[src/rtl/deq_pkg.sv]
// Shared widths and command codes for the double-ended queue.
package deq_pkg;

    localparam int WORD_W = 32;
    localparam int CMD_W  = 3;

    typedef enum logic [CMD_W-1:0] {
        CMD_PUSH_FRONT = 3'd0,
        CMD_PUSH_BACK  = 3'd1,
        CMD_POP_FRONT  = 3'd2,
        CMD_POP_BACK   = 3'd3,
        CMD_PEEK_FRONT = 3'd4,
        CMD_PEEK_BACK  = 3'd5,
        CMD_SIZE       = 3'd6
    } t_cmd;

endpackage

[src/rtl/double_ended_queue.sv]
// Bounded double-ended queue of signed 32-bit words kept in a ring memory.
//
// Each command transfer on the slave side yields exactly one result transfer on the
// master side. Words can be pushed or popped at either end, peeked at either end, or
// the occupancy can be asked for. A pop or peek on an empty queue, or a push on a
// full queue (DEPTH words), answers ok = 0 and changes nothing. Pushes, size
// requests and failing commands need no read, so they can follow back to back. A
// successful pop or peek passes through S_READ, as the ring memory has a registered
// read port: the address goes out in the cycle the command is accepted and the word
// is captured into the result register in the next. The result register lets a new
// command be accepted in the same cycle that the previous result is taken. The ring
// memory needs no clearing after reset; only occupied slots are read.
module double_ended_queue
    import deq_pkg::*;
#(
    parameter int DEPTH = 16
) (
    input  logic                    i_clk,
    input  logic                    i_rst_n,
    // Command channel.
    input  logic                    i_s_tvalid,
    output logic                    o_s_tready,
    input  logic [WORD_W-1:0]       i_s_tdata,   // [31:0] value
    input  logic [CMD_W-1:0]        i_s_tuser,   // [2:0] command
    // Result channel.
    output logic                    o_m_tvalid,
    input  logic                    i_m_tready,
    output logic [((WORD_W + $clog2(DEPTH + 1) + 7) / 8) * 8 - 1:0]
                                    o_m_tdata,   // [31:0] word, then occupancy, zero pad
    output logic [0:0]              o_m_tuser    // [0] ok
);

    localparam int AW         = (DEPTH > 1) ? $clog2(DEPTH) : 1;
    localparam int CNT_W      = $clog2(DEPTH + 1);
    localparam int OUT_W      = WORD_W + CNT_W;
    localparam int OUT_DATA_W = ((OUT_W + 7) / 8) * 8;

    localparam logic [AW-1:0]    LAST_IDX = AW'(DEPTH - 1);
    localparam logic [CNT_W-1:0] FULL_CNT = CNT_W'(DEPTH);

    typedef enum logic {
        S_IDLE,
        S_READ
    } t_state;

    // Ring memory and its registered read port.
    logic [WORD_W-1:0] r_mem [DEPTH];
    logic [WORD_W-1:0] r_rd_data;

    t_state            r_state, n_state;
    logic [AW-1:0]     r_front, n_front;
    logic [AW-1:0]     r_back, n_back;
    logic [CNT_W-1:0]  r_count, n_count;

    logic              r_out_valid, n_out_valid;
    logic              r_out_ok, n_out_ok;
    logic signed [WORD_W-1:0] r_out_word, n_out_word;
    logic [CNT_W-1:0]  r_out_occ, n_out_occ;

    logic              w_s_fire;
    logic              w_m_fire;
    logic              w_empty;
    logic              w_full;
    logic [AW-1:0]     w_front_up, w_front_dn, w_back_up, w_back_dn;
    logic              w_mem_we;
    logic              w_mem_re;
    logic [AW-1:0]     w_wr_addr;
    logic [AW-1:0]     w_rd_addr;
    t_cmd              w_cmd;

    assign w_m_fire   = r_out_valid && i_m_tready;
    // A command is taken only when the result register is free by the next edge,
    // so a read result written from S_READ always finds room.
    assign o_s_tready = (r_state == S_IDLE) && (!r_out_valid || i_m_tready);
    assign w_s_fire   = i_s_tvalid && o_s_tready;

    assign w_empty = (r_count == '0);
    assign w_full  = (r_count == FULL_CNT);
    assign w_cmd   = t_cmd'(i_s_tuser);

    // Pointer steps wrap at DEPTH, which need not be a power of two.
    assign w_front_up = (r_front == LAST_IDX) ? '0 : r_front + AW'(1);
    assign w_front_dn = (r_front == '0) ? LAST_IDX : r_front - AW'(1);
    assign w_back_up  = (r_back == LAST_IDX) ? '0 : r_back + AW'(1);
    assign w_back_dn  = (r_back == '0) ? LAST_IDX : r_back - AW'(1);

    always_comb begin
        n_state     = r_state;
        n_front     = r_front;
        n_back      = r_back;
        n_count     = r_count;
        n_out_valid = r_out_valid && !w_m_fire;
        n_out_ok    = r_out_ok;
        n_out_word  = r_out_word;
        n_out_occ   = r_out_occ;
        w_mem_we    = 1'b0;
        w_mem_re    = 1'b0;
        w_wr_addr   = r_back;
        w_rd_addr   = r_front;

        if (r_state == S_READ) begin
            // Only successful pops and peeks come here; the count is already final.
            n_state     = S_IDLE;
            n_out_valid = 1'b1;
            n_out_ok    = 1'b1;
            n_out_word  = r_rd_data;
            n_out_occ   = r_count;
        end else if (w_s_fire) begin
            // Default answer: failure with the current occupancy.
            n_out_valid = 1'b1;
            n_out_ok    = 1'b0;
            n_out_word  = '0;
            n_out_occ   = r_count;
            case (w_cmd)
                CMD_PUSH_FRONT: begin
                    if (!w_full) begin
                        w_mem_we  = 1'b1;
                        w_wr_addr = w_front_dn;
                        n_front   = w_front_dn;
                        n_count   = r_count + CNT_W'(1);
                        n_out_ok  = 1'b1;
                        n_out_occ = r_count + CNT_W'(1);
                    end
                end
                CMD_PUSH_BACK: begin
                    if (!w_full) begin
                        w_mem_we  = 1'b1;
                        w_wr_addr = r_back;
                        n_back    = w_back_up;
                        n_count   = r_count + CNT_W'(1);
                        n_out_ok  = 1'b1;
                        n_out_occ = r_count + CNT_W'(1);
                    end
                end
                CMD_POP_FRONT: begin
                    if (!w_empty) begin
                        w_mem_re    = 1'b1;
                        w_rd_addr   = r_front;
                        n_front     = w_front_up;
                        n_count     = r_count - CNT_W'(1);
                        n_out_valid = 1'b0;
                        n_state     = S_READ;
                    end
                end
                CMD_POP_BACK: begin
                    if (!w_empty) begin
                        w_mem_re    = 1'b1;
                        w_rd_addr   = w_back_dn;
                        n_back      = w_back_dn;
                        n_count     = r_count - CNT_W'(1);
                        n_out_valid = 1'b0;
                        n_state     = S_READ;
                    end
                end
                CMD_PEEK_FRONT: begin
                    if (!w_empty) begin
                        w_mem_re    = 1'b1;
                        w_rd_addr   = r_front;
                        n_out_valid = 1'b0;
                        n_state     = S_READ;
                    end
                end
                CMD_PEEK_BACK: begin
                    if (!w_empty) begin
                        w_mem_re    = 1'b1;
                        w_rd_addr   = w_back_dn;
                        n_out_valid = 1'b0;
                        n_state     = S_READ;
                    end
                end
                CMD_SIZE: begin
                    n_out_ok = 1'b1;
                end
                default: begin
                    // The unused command code answers as a failure.
                end
            endcase
        end
    end

    always_ff @(posedge i_clk) begin
        if (w_mem_we) begin
            r_mem[w_wr_addr] <= i_s_tdata;
        end
        if (w_mem_re) begin
            r_rd_data <= r_mem[w_rd_addr];
        end
    end

    always_ff @(posedge i_clk) begin
        if (!i_rst_n) begin
            r_state     <= S_IDLE;
            r_front     <= '0;
            r_back      <= '0;
            r_count     <= '0;
            r_out_valid <= 1'b0;
        end else begin
            r_state     <= n_state;
            r_front     <= n_front;
            r_back      <= n_back;
            r_count     <= n_count;
            r_out_valid <= n_out_valid;
        end
        r_out_ok   <= n_out_ok;
        r_out_word <= n_out_word;
        r_out_occ  <= n_out_occ;
    end

    assign o_m_tvalid = r_out_valid;
    assign o_m_tuser  = r_out_ok;
    assign o_m_tdata  = OUT_DATA_W'({r_out_occ, r_out_word});

    // The occupancy never passes the capacity.
    a_count_bound: assert property (@(posedge i_clk) disable iff (!i_rst_n)
        r_count <= FULL_CNT)
        else $error("occupancy above capacity");

    // An empty queue has both pointers on the same slot.
    a_empty_ptrs: assert property (@(posedge i_clk) disable iff (!i_rst_n)
        (r_count == '0) |-> (r_front == r_back))
        else $error("pointers differ on an empty queue");

    // A push on a full queue leaves the pointers and count untouched.
    a_full_push: assert property (@(posedge i_clk) disable iff (!i_rst_n)
        (w_s_fire && w_full && (w_cmd == CMD_PUSH_FRONT || w_cmd == CMD_PUSH_BACK))
        |=> ($stable(r_count) && $stable(r_front) && $stable(r_back)))
        else $error("push on a full queue changed state");

    // Read data always finds the result register free.
    a_read_room: assert property (@(posedge i_clk) disable iff (!i_rst_n)
        (r_state == S_READ) |-> !r_out_valid)
        else $error("result register busy when read data arrived");

    // A failed result carries a zero word.
    a_fail_zero: assert property (@(posedge i_clk) disable iff (!i_rst_n)
        (r_out_valid && !r_out_ok) |-> (r_out_word == '0))
        else $error("failed result with a nonzero word");

endmodule

[config.mk]
export PLATFORM = sky130hd
export DESIGN_NAME = double_ended_queue
export DESIGN_NICKNAME = d
export VERILOG_FILES = /design/src/rtl/deq_pkg.sv /design/src/rtl/double_ended_queue.sv
export SDC_FILE = /design/constraint.sdc
export NUM_CORES = 1
export LEC_CHECK = 0
export ABC_AREA = 1
export ABC_CLOCK_PERIOD_IN_PS = 11450
export BUFFER_PORTS_ARGS = -buffer_cell sky130_fd_sc_hd__buf_2
export CAP_MARGIN = 20
export CORE_ASPECT_RATIO = 0.7
export CORE_MARGIN = 1
export CORE_UTILIZATION = 55
export DETAILED_ROUTE_END_ITERATION = 6
export PLACE_DENSITY = 0.7
export SYNTH_ARGS = -nofsm -noshare
export SYNTH_HDL_FRONTEND = slang
export SYNTH_SLANG_ARGS = --single-unit
[constraint.sdc]
create_clock -name i_clk -period 11.45 [get_ports i_clk]
set_input_delay 1.7175 -clock i_clk [delete_from_list [all_inputs] [get_ports i_clk]]
set_output_delay 1.7175 -clock i_clk [all_outputs]
set_load 0.05 [all_outputs]
==> results of run 1 <==
==> worst min-delay path: cells and delay by family (launching register included) <==
kind / cells / cell delay, ns
flip-flops: 1 / 0.32
AO/OA/AOI/OAI: 1 / 0.07
AND/OR/NAND/NOR: 1 / 0.05
==> area by class of cell <==
class                           instances  area, µm²  area share
Multi-Input combinational cell       1219       6056      0.2102
Clock inverter                         28      252.7    0.008774
Clock buffer                           69       1450     0.05034
Tap cell                              612      765.7     0.02658
Inverter                              484       1817     0.06307
Timing Repair Buffer                  113      693.2     0.02406
Sequential cell                       597      17770      0.6168
Antenna cell                            1      2.502  0.00008687
==> cell families (layout without fill, tap and decap cells) <==
logic type	count (synthesis)	after routing
compound gates	57	57
xor+xnor	10	10
fa+ha+maj	7	7
buf+inv	609	694
flops	597	597
other cells	1	4
simple gates	1142	1142
==> cells in the final DEF (no fill, tap or decap), types with 9 or more instances in the layout <==
master / instances
edfxtp_1: 581
nand2_1: 498
nand3_1: 498
inv_1: 480
nand3b_1: 96
buf_2: 78
clkbuf_16: 56
buf_4: 33
o21ai_0: 24
a21oi_1: 19
nor2_4: 16
dfxtp_1: 15
clkbuf_1: 13
nor2_1: 11
clkinv_1: 10
xor2_1: 9
==> flip-flops by register name, indices dropped and copies added (netlist names) <==
register / count
r_out_word: 32
o_m_tuser: 1
r_front: 4
o_m_tvalid: 1
r_count: 5
r_mem: 512
r_out_occ: 5
r_rd_data: 32
r_state: 1
r_back: 4
==> worst min path at each step <==
| stage | depth (start not counted) | endpoint | start | slack [ns] |
|---|---|---|---|---|
| floorplan | 2 | r_count[1] | r_count[1] | 0.46 |
| global placement | 2 | o_m_tuser | o_m_tuser | 0.47 |
| detailed placement | 2 | o_m_tuser | o_m_tuser | 0.47 |
| CTS | 2 | o_m_tuser | o_m_tuser | 0.48 |
| global route | 2 | o_m_tuser | o_m_tuser | 0.51 |
| finish | 2 | o_m_tuser | o_m_tuser | 0.47 |
==> metrics by stage <==
step,hold slack (ns),std cells,util
2_1_floorplan,0.4621,2425,-
3_3_place_gp,0.4675,3023,0.5796
3_5_place_dp,0.4659,3024,0.5802
4_1_cts,0.4807,3121,0.6167
5_1_grt,0.5095,3123,0.6174
6_report,0.4741,3123,0.6174
==> layer usage <==
metal / up-vias / wire [µm] / share of wire / global-route usage
li1: 8096 / - / - / -
met1: 8305 / 26910 / 0.43 / 0.3692
met2: 774 / 28560 / 0.46 / 0.4169
met3: 116 / 5739 / 0.092 / 0.04208
met4: 4 / 1398 / 0.022 / 0.08141
met5: - / 32 / 0.00051 / 0
==> where the power goes <==
group / internal [µW] / switching, µW
Combinational: 126 / 357
Clock: 984 / 788
Sequential: 2440 / 13.4
==> key figures, run 1 <==
Floorplanning
  – IO Count: 82
  – Starting Density: 0.5591
  – Core area: 46660 µm²
  – Die height: 184.2 µm
  – # rows: 66
  – Die area: 48320 µm²
  – Die Wd: 262.3 µm

Drt
  – Drt pass-1 iters: 7
  – Vias per cell: 5.538
  – DR WL/cell: 20.06 µm
  – DRC: 0
  – Total Wirelength: 62.64 mm
  – Routed Antenna Nets: 0
  – DR iter-0 viols: 1839
  – Vias: 17300

Pwr
  – Power Dens Cells: 163.4 nW/µm²
  – Pleak: 0.01198 µW
  – Maximum VDD drop: 0.1621 mV
  – Total power: 4708 µW

Critical path
  – Reg-to-reg setup timing slack: 6.54 ns
  – Crit Path Max Fanout: 151
  – Worst setup endpoint: r_rd_data[18]
  – Largest stage delay on the critical path: 0.80 ns
  – CP Launch Type: input pin
  – Cell count of the worst reg-to-reg path: 13
  – Crit. Startpoint: i_s_tuser[2]
  – Most common cell type on the critical path: nand3_1
  – WP depth: 14
  – Reg2reg end: r_rd_data[20]
  – Worst R2R Start: r_state
  – Delay-heaviest family, CP: simple AND/OR/NAND/NOR gates
  – Slowest CP cell: nand2_8
  – Setup CP Type: input pin to flop
  – WP data arrival: 5.42 ns
  – Critical Path Sink Type: flop
  – Required @ worst endpoint: 11.92 ns
  – Crit path buf inv count: 4
  – Critical path, cell by cell: buf_2, inv_2, nand3_2, nand2_2, nand3_4, nand2_4, nand2_8, buf_4, buf_16, nand2_1, nand3_1, nand3_1, nand3_1, nand2_1

Logic synthesis
  – Post-synth top area cell: edfxtp_1
  – Most numerous cell in the Yosys netlist: edfxtp_1
  – Largest family of logic cells by synthesized area: simple AND/OR/NAND/NOR gates
  – Mapped Area: 26090 µm²
  – Asr flop ratio synth: 0
  – Synth cell types: 35
  – Mean Syn Cell Area: 10.77 µm²
  – Synth Flop Type: edfxtp_1
  – Post-synth EDFFs: 581
  – Yosys top cell area share: 0.6688
  – Leading cell types by count after synthesis: edfxtp_1, nand2_1, nand3_1, inv_1, nand3b_1
  – Yosys warns: 0
  – Mux cell area share after synthesis: 0
  – Synth Register Bits: 597
  – Syn Inst Count: 2423
  – Post-Synth XOR/XNOR Area: 0.003357
  – Synth area leaders: edfxtp_1, nand3_1, nand2_1
  – Post-synthesis simple-gate area fraction: 0.2054
  – Sequential-to-total area share from yosys stat: 0.6811
  – Compound-gate portion of the synthesized area: 0.01199
  – Area share of fa/ha/maj cells after synthesis: 0.003357

Timing
  – Part of the cycle the worst path needs: 0.4328
  – Slew @ Worst Pin: 1.178 ns
  – Slew Limit Fails: 0
  – Setup ws final: 6.495 ns
  – Slew headroom: 0.2144
  – Final min period: 4.955 ns
  – FMAX: 0.2018 GHz
  – Setup TNS: 0 ns
  – Clock Skew: 0.02761 ns
  – Unrepaired setup endpoints after global routing: false
  – Final hold violations: 0
  – Final setup vio count: 0

Clocking
  – CTS tree: yes
  – CTS hold repair buffers: 0
  – PostCTS Resize Cnt: 0
  – Clock-pin slew on the worst setup and hold paths: 0.06 ns
  – Clock root cell: clkbuf_16
  – Worst-skew pair later-pin latency: 0.61 ns
  – # H-tree levels: 2
  – Setup Fix Bufs, Post-CTS: 0
  – CTS max path bufs: 3
  – Sink Count: 597
  – CTS Buf Count: 55

Global route
  – GRT Residual Overflow: 0
  – Global Route Usage Sum: 0.2607
  – Antenna violations before repair: 4
  – Largest net degree at the start of global routing: 152
  – Vias in the first global route: 16420
  – Wire length of the first global-routing pass: 95.33 mm

Layout
  – Area growth, synth to finish: 10.42%
  – Final Cell Area: 28810 µm²
  – Share of cells above drive strength 1: 0.09004
  – Filler Cell Count: 3606
  – Fin nets: 2516

Placed design
  – Placed cell area: 27070 µm²
  – Post-DP HPWL: 31.88 mm
  – Post-Place Worst Slack: 5.580 ns
  – Final GP Congestion: 0.8291
  – Port bufs: 78

Flow run
  – Max-cap violation count: 0

Worst hold path
  – Hold Crit Class: flop to flop

Status
  – Status: completed
Power figures use the tool's default switching activity.
==> run 2: changes to the inputs <==
Settings changed: ABC_CLOCK_PERIOD_IN_PS 11450 to 4100, PLACE_DENSITY 0.7 to 0.73.
Clock period 11.45 ns to 4.1 ns, I/O delays scaled along.
==> run 2 against run 1 <==
  * Clock power increased to 2.8 times the previous value
  * Routed wire length down 1.5%
  * Worst hold slack lost 0.16 ns
  * Core utilization is 0.50 points higher
  * Final cell count increased by 0.48%
  * Clock skew down 0.013 ns
==> key figures, run 2 (same netlist as run 1, synthesis figures left out) <==
Status
  – Status: completed

Global route
  – Global Route Usage Sum: 0.2591
  – Largest net degree at the start of global routing: 129
  – GRT Residual Overflow: 0
  – Vias in the first global route: 16790
  – Wire length of the first global-routing pass: 95.85 mm
  – Antenna violations before repair: 3

Flow run
  – Max-cap violation count: 0

Clocking
  – # H-tree levels: 2
  – CTS Buf Count: 56
  – CTS max path bufs: 3
  – CTS hold repair buffers: 0
  – Clock root cell: clkbuf_16
  – Clock-pin slew on the worst setup and hold paths: 0.06 ns
  – Worst-skew pair later-pin latency: 0.59 ns
  – CTS tree: yes
  – Sink Count: 597
  – Setup Fix Bufs, Post-CTS: 0
  – PostCTS Resize Cnt: 0

Layout
  – Regs by FF count: r_mem x512, r_out_word x32, r_rd_data x32
  – Most common cell after layout, fill and taps aside: edfxtp_1
  – Area growth, synth to finish: 11.31%
  – Max reg flops: 512
  – Final non-filler cell total: 3138
  – Filler Cell Count: 3569
  – Commonest cells after routing, fill and taps aside: edfxtp_1, nand2_1, nand3_1, inv_1, nand3b_1
  – Share of cells above drive strength 1: 0.09624
  – Fin nets: 2527
  – Most flops, register: r_mem

Floorplanning
  – IO Count: 82
  – Die area: 48320 µm²
  – Die Wd: 262.3 µm
  – Core area: 46660 µm²
  – Die height: 184.2 µm
  – # rows: 66
  – Starting Density: 0.5591

Drt
  – Total Wirelength: 61.72 mm
  – DR iter-0 viols: 2056
  – DR WL/cell: 19.67 µm
  – DRC: 0
  – Vias per cell: 5.510
  – Vias: 17290
  – Drt pass-1 iters: 6
  – Routed Antenna Nets: 0

Critical path
  – Setup CP Type: flop to flop
  – CP Launch Type: flop
  – WP data arrival: 3.78 ns
  – Crit Path Max Fanout: 73
  – Critical Path Sink Type: flop
  – Required @ worst endpoint: 4.45 ns

Timing
  – Hold Slack: 0.3149 ns
  – Slew Limit Fails: 0
  – Setup ws final: 0.6609 ns
  – Part of the cycle the worst path needs: 0.8388
  – FMAX: 0.2908 GHz
  – Clock Skew: 0.01495 ns
  – Final min period: 3.439 ns
  – Unrepaired setup endpoints after global routing: false
  – Final hold violations: 0
  – Final setup vio count: 0
  – Slew headroom: 0.3576
  – Slew @ Worst Pin: 0.9600 ns
  – Setup TNS: 0 ns

Placed design
  – Post-Place Worst Slack: 0.6368 ns
  – Placed insts: 3035
  – Post-DP HPWL: 32.17 mm
  – Port bufs: 78
  – Final GP Congestion: 0.8422

Pwr
  – Pleak: 0.01212 µW
  – Maximum VDD drop: 0.3163 mV
  – Power Dens Cells: 453.5 nW/µm²

Worst hold path
  – Hold Crit Class: input pin to flop
==> run 2: path summary, 6_finish.rpt <==
path / startpoint / endpoint / slack (ns) / depth (start not counted)
max reg2reg: r_count[0] / r_rd_data[10] / 0.66 / 11
min: i_s_tvalid / o_m_tvalid / 0.31 / 3
max: r_count[0] / r_rd_data[10] / 0.66 / 11
min reg2reg: o_m_tuser / o_m_tuser / 0.49 / 2
==> run 2: where the power goes <==
part | total, µW | leakage (µW) | internal (µW) | switching [µW]
clock network | 4940 | 0.000859 | 2720 | 2220
logic | 1390 | 0.00586 | 369 | 1020
registers | 6840 | 0.00540 | 6810 | 32.5
==> run 2: worst max-delay path, cell delays in order, from the launching register on <==
cell	delay (ns)
dfxtp_1	0.31
inv_1	0.18
ha_1	0.25
nand3_2	0.21
nand4_4	0.20
buf_4	0.68
buf_4	0.69
nand3_1	0.20
nand3_1	0.13
nand3_1	0.08
nand3_1	0.11
nand2_1	0.06
==> run 2: layout make-up <==
class / instances / area (µm²) / area share
Antenna cell: 1 / 2.502 / 0.00008618
Clock inverter: 39 / 276.5 / 0.009523
Inverter: 484 / 1817 / 0.06256
Tap cell: 612 / 765.7 / 0.02637
Multi-Input combinational cell: 1219 / 6068 / 0.2090
Timing Repair Buffer: 123 / 890.9 / 0.03068
Sequential cell: 597 / 17770 / 0.6119
Clock buffer: 63 / 1449 / 0.04990
==> run 2: layer usage <==
layer	share of wire	wire length [µm]	up-vias	track usage
li1	-	-	8121	-
met1	0.43	26360	8219	0.3679
met2	0.46	28470	825	0.4149
met3	0.087	5378	120	0.04222
met4	0.024	1485	4	0.07812
met5	0.00044	27	-	0
==> run 2: stage by stage <==
stage          utilization  total power, µW  cell area, µm²
5_1_grt             0.6223            13600           29040
3_5_place_dp        0.5853             8342           27310
3_3_place_gp        0.5853             8307           27310
2_1_floorplan            -             7903           26100
4_1_cts             0.6223            13220           29040
6_report            0.6224            13170           29040
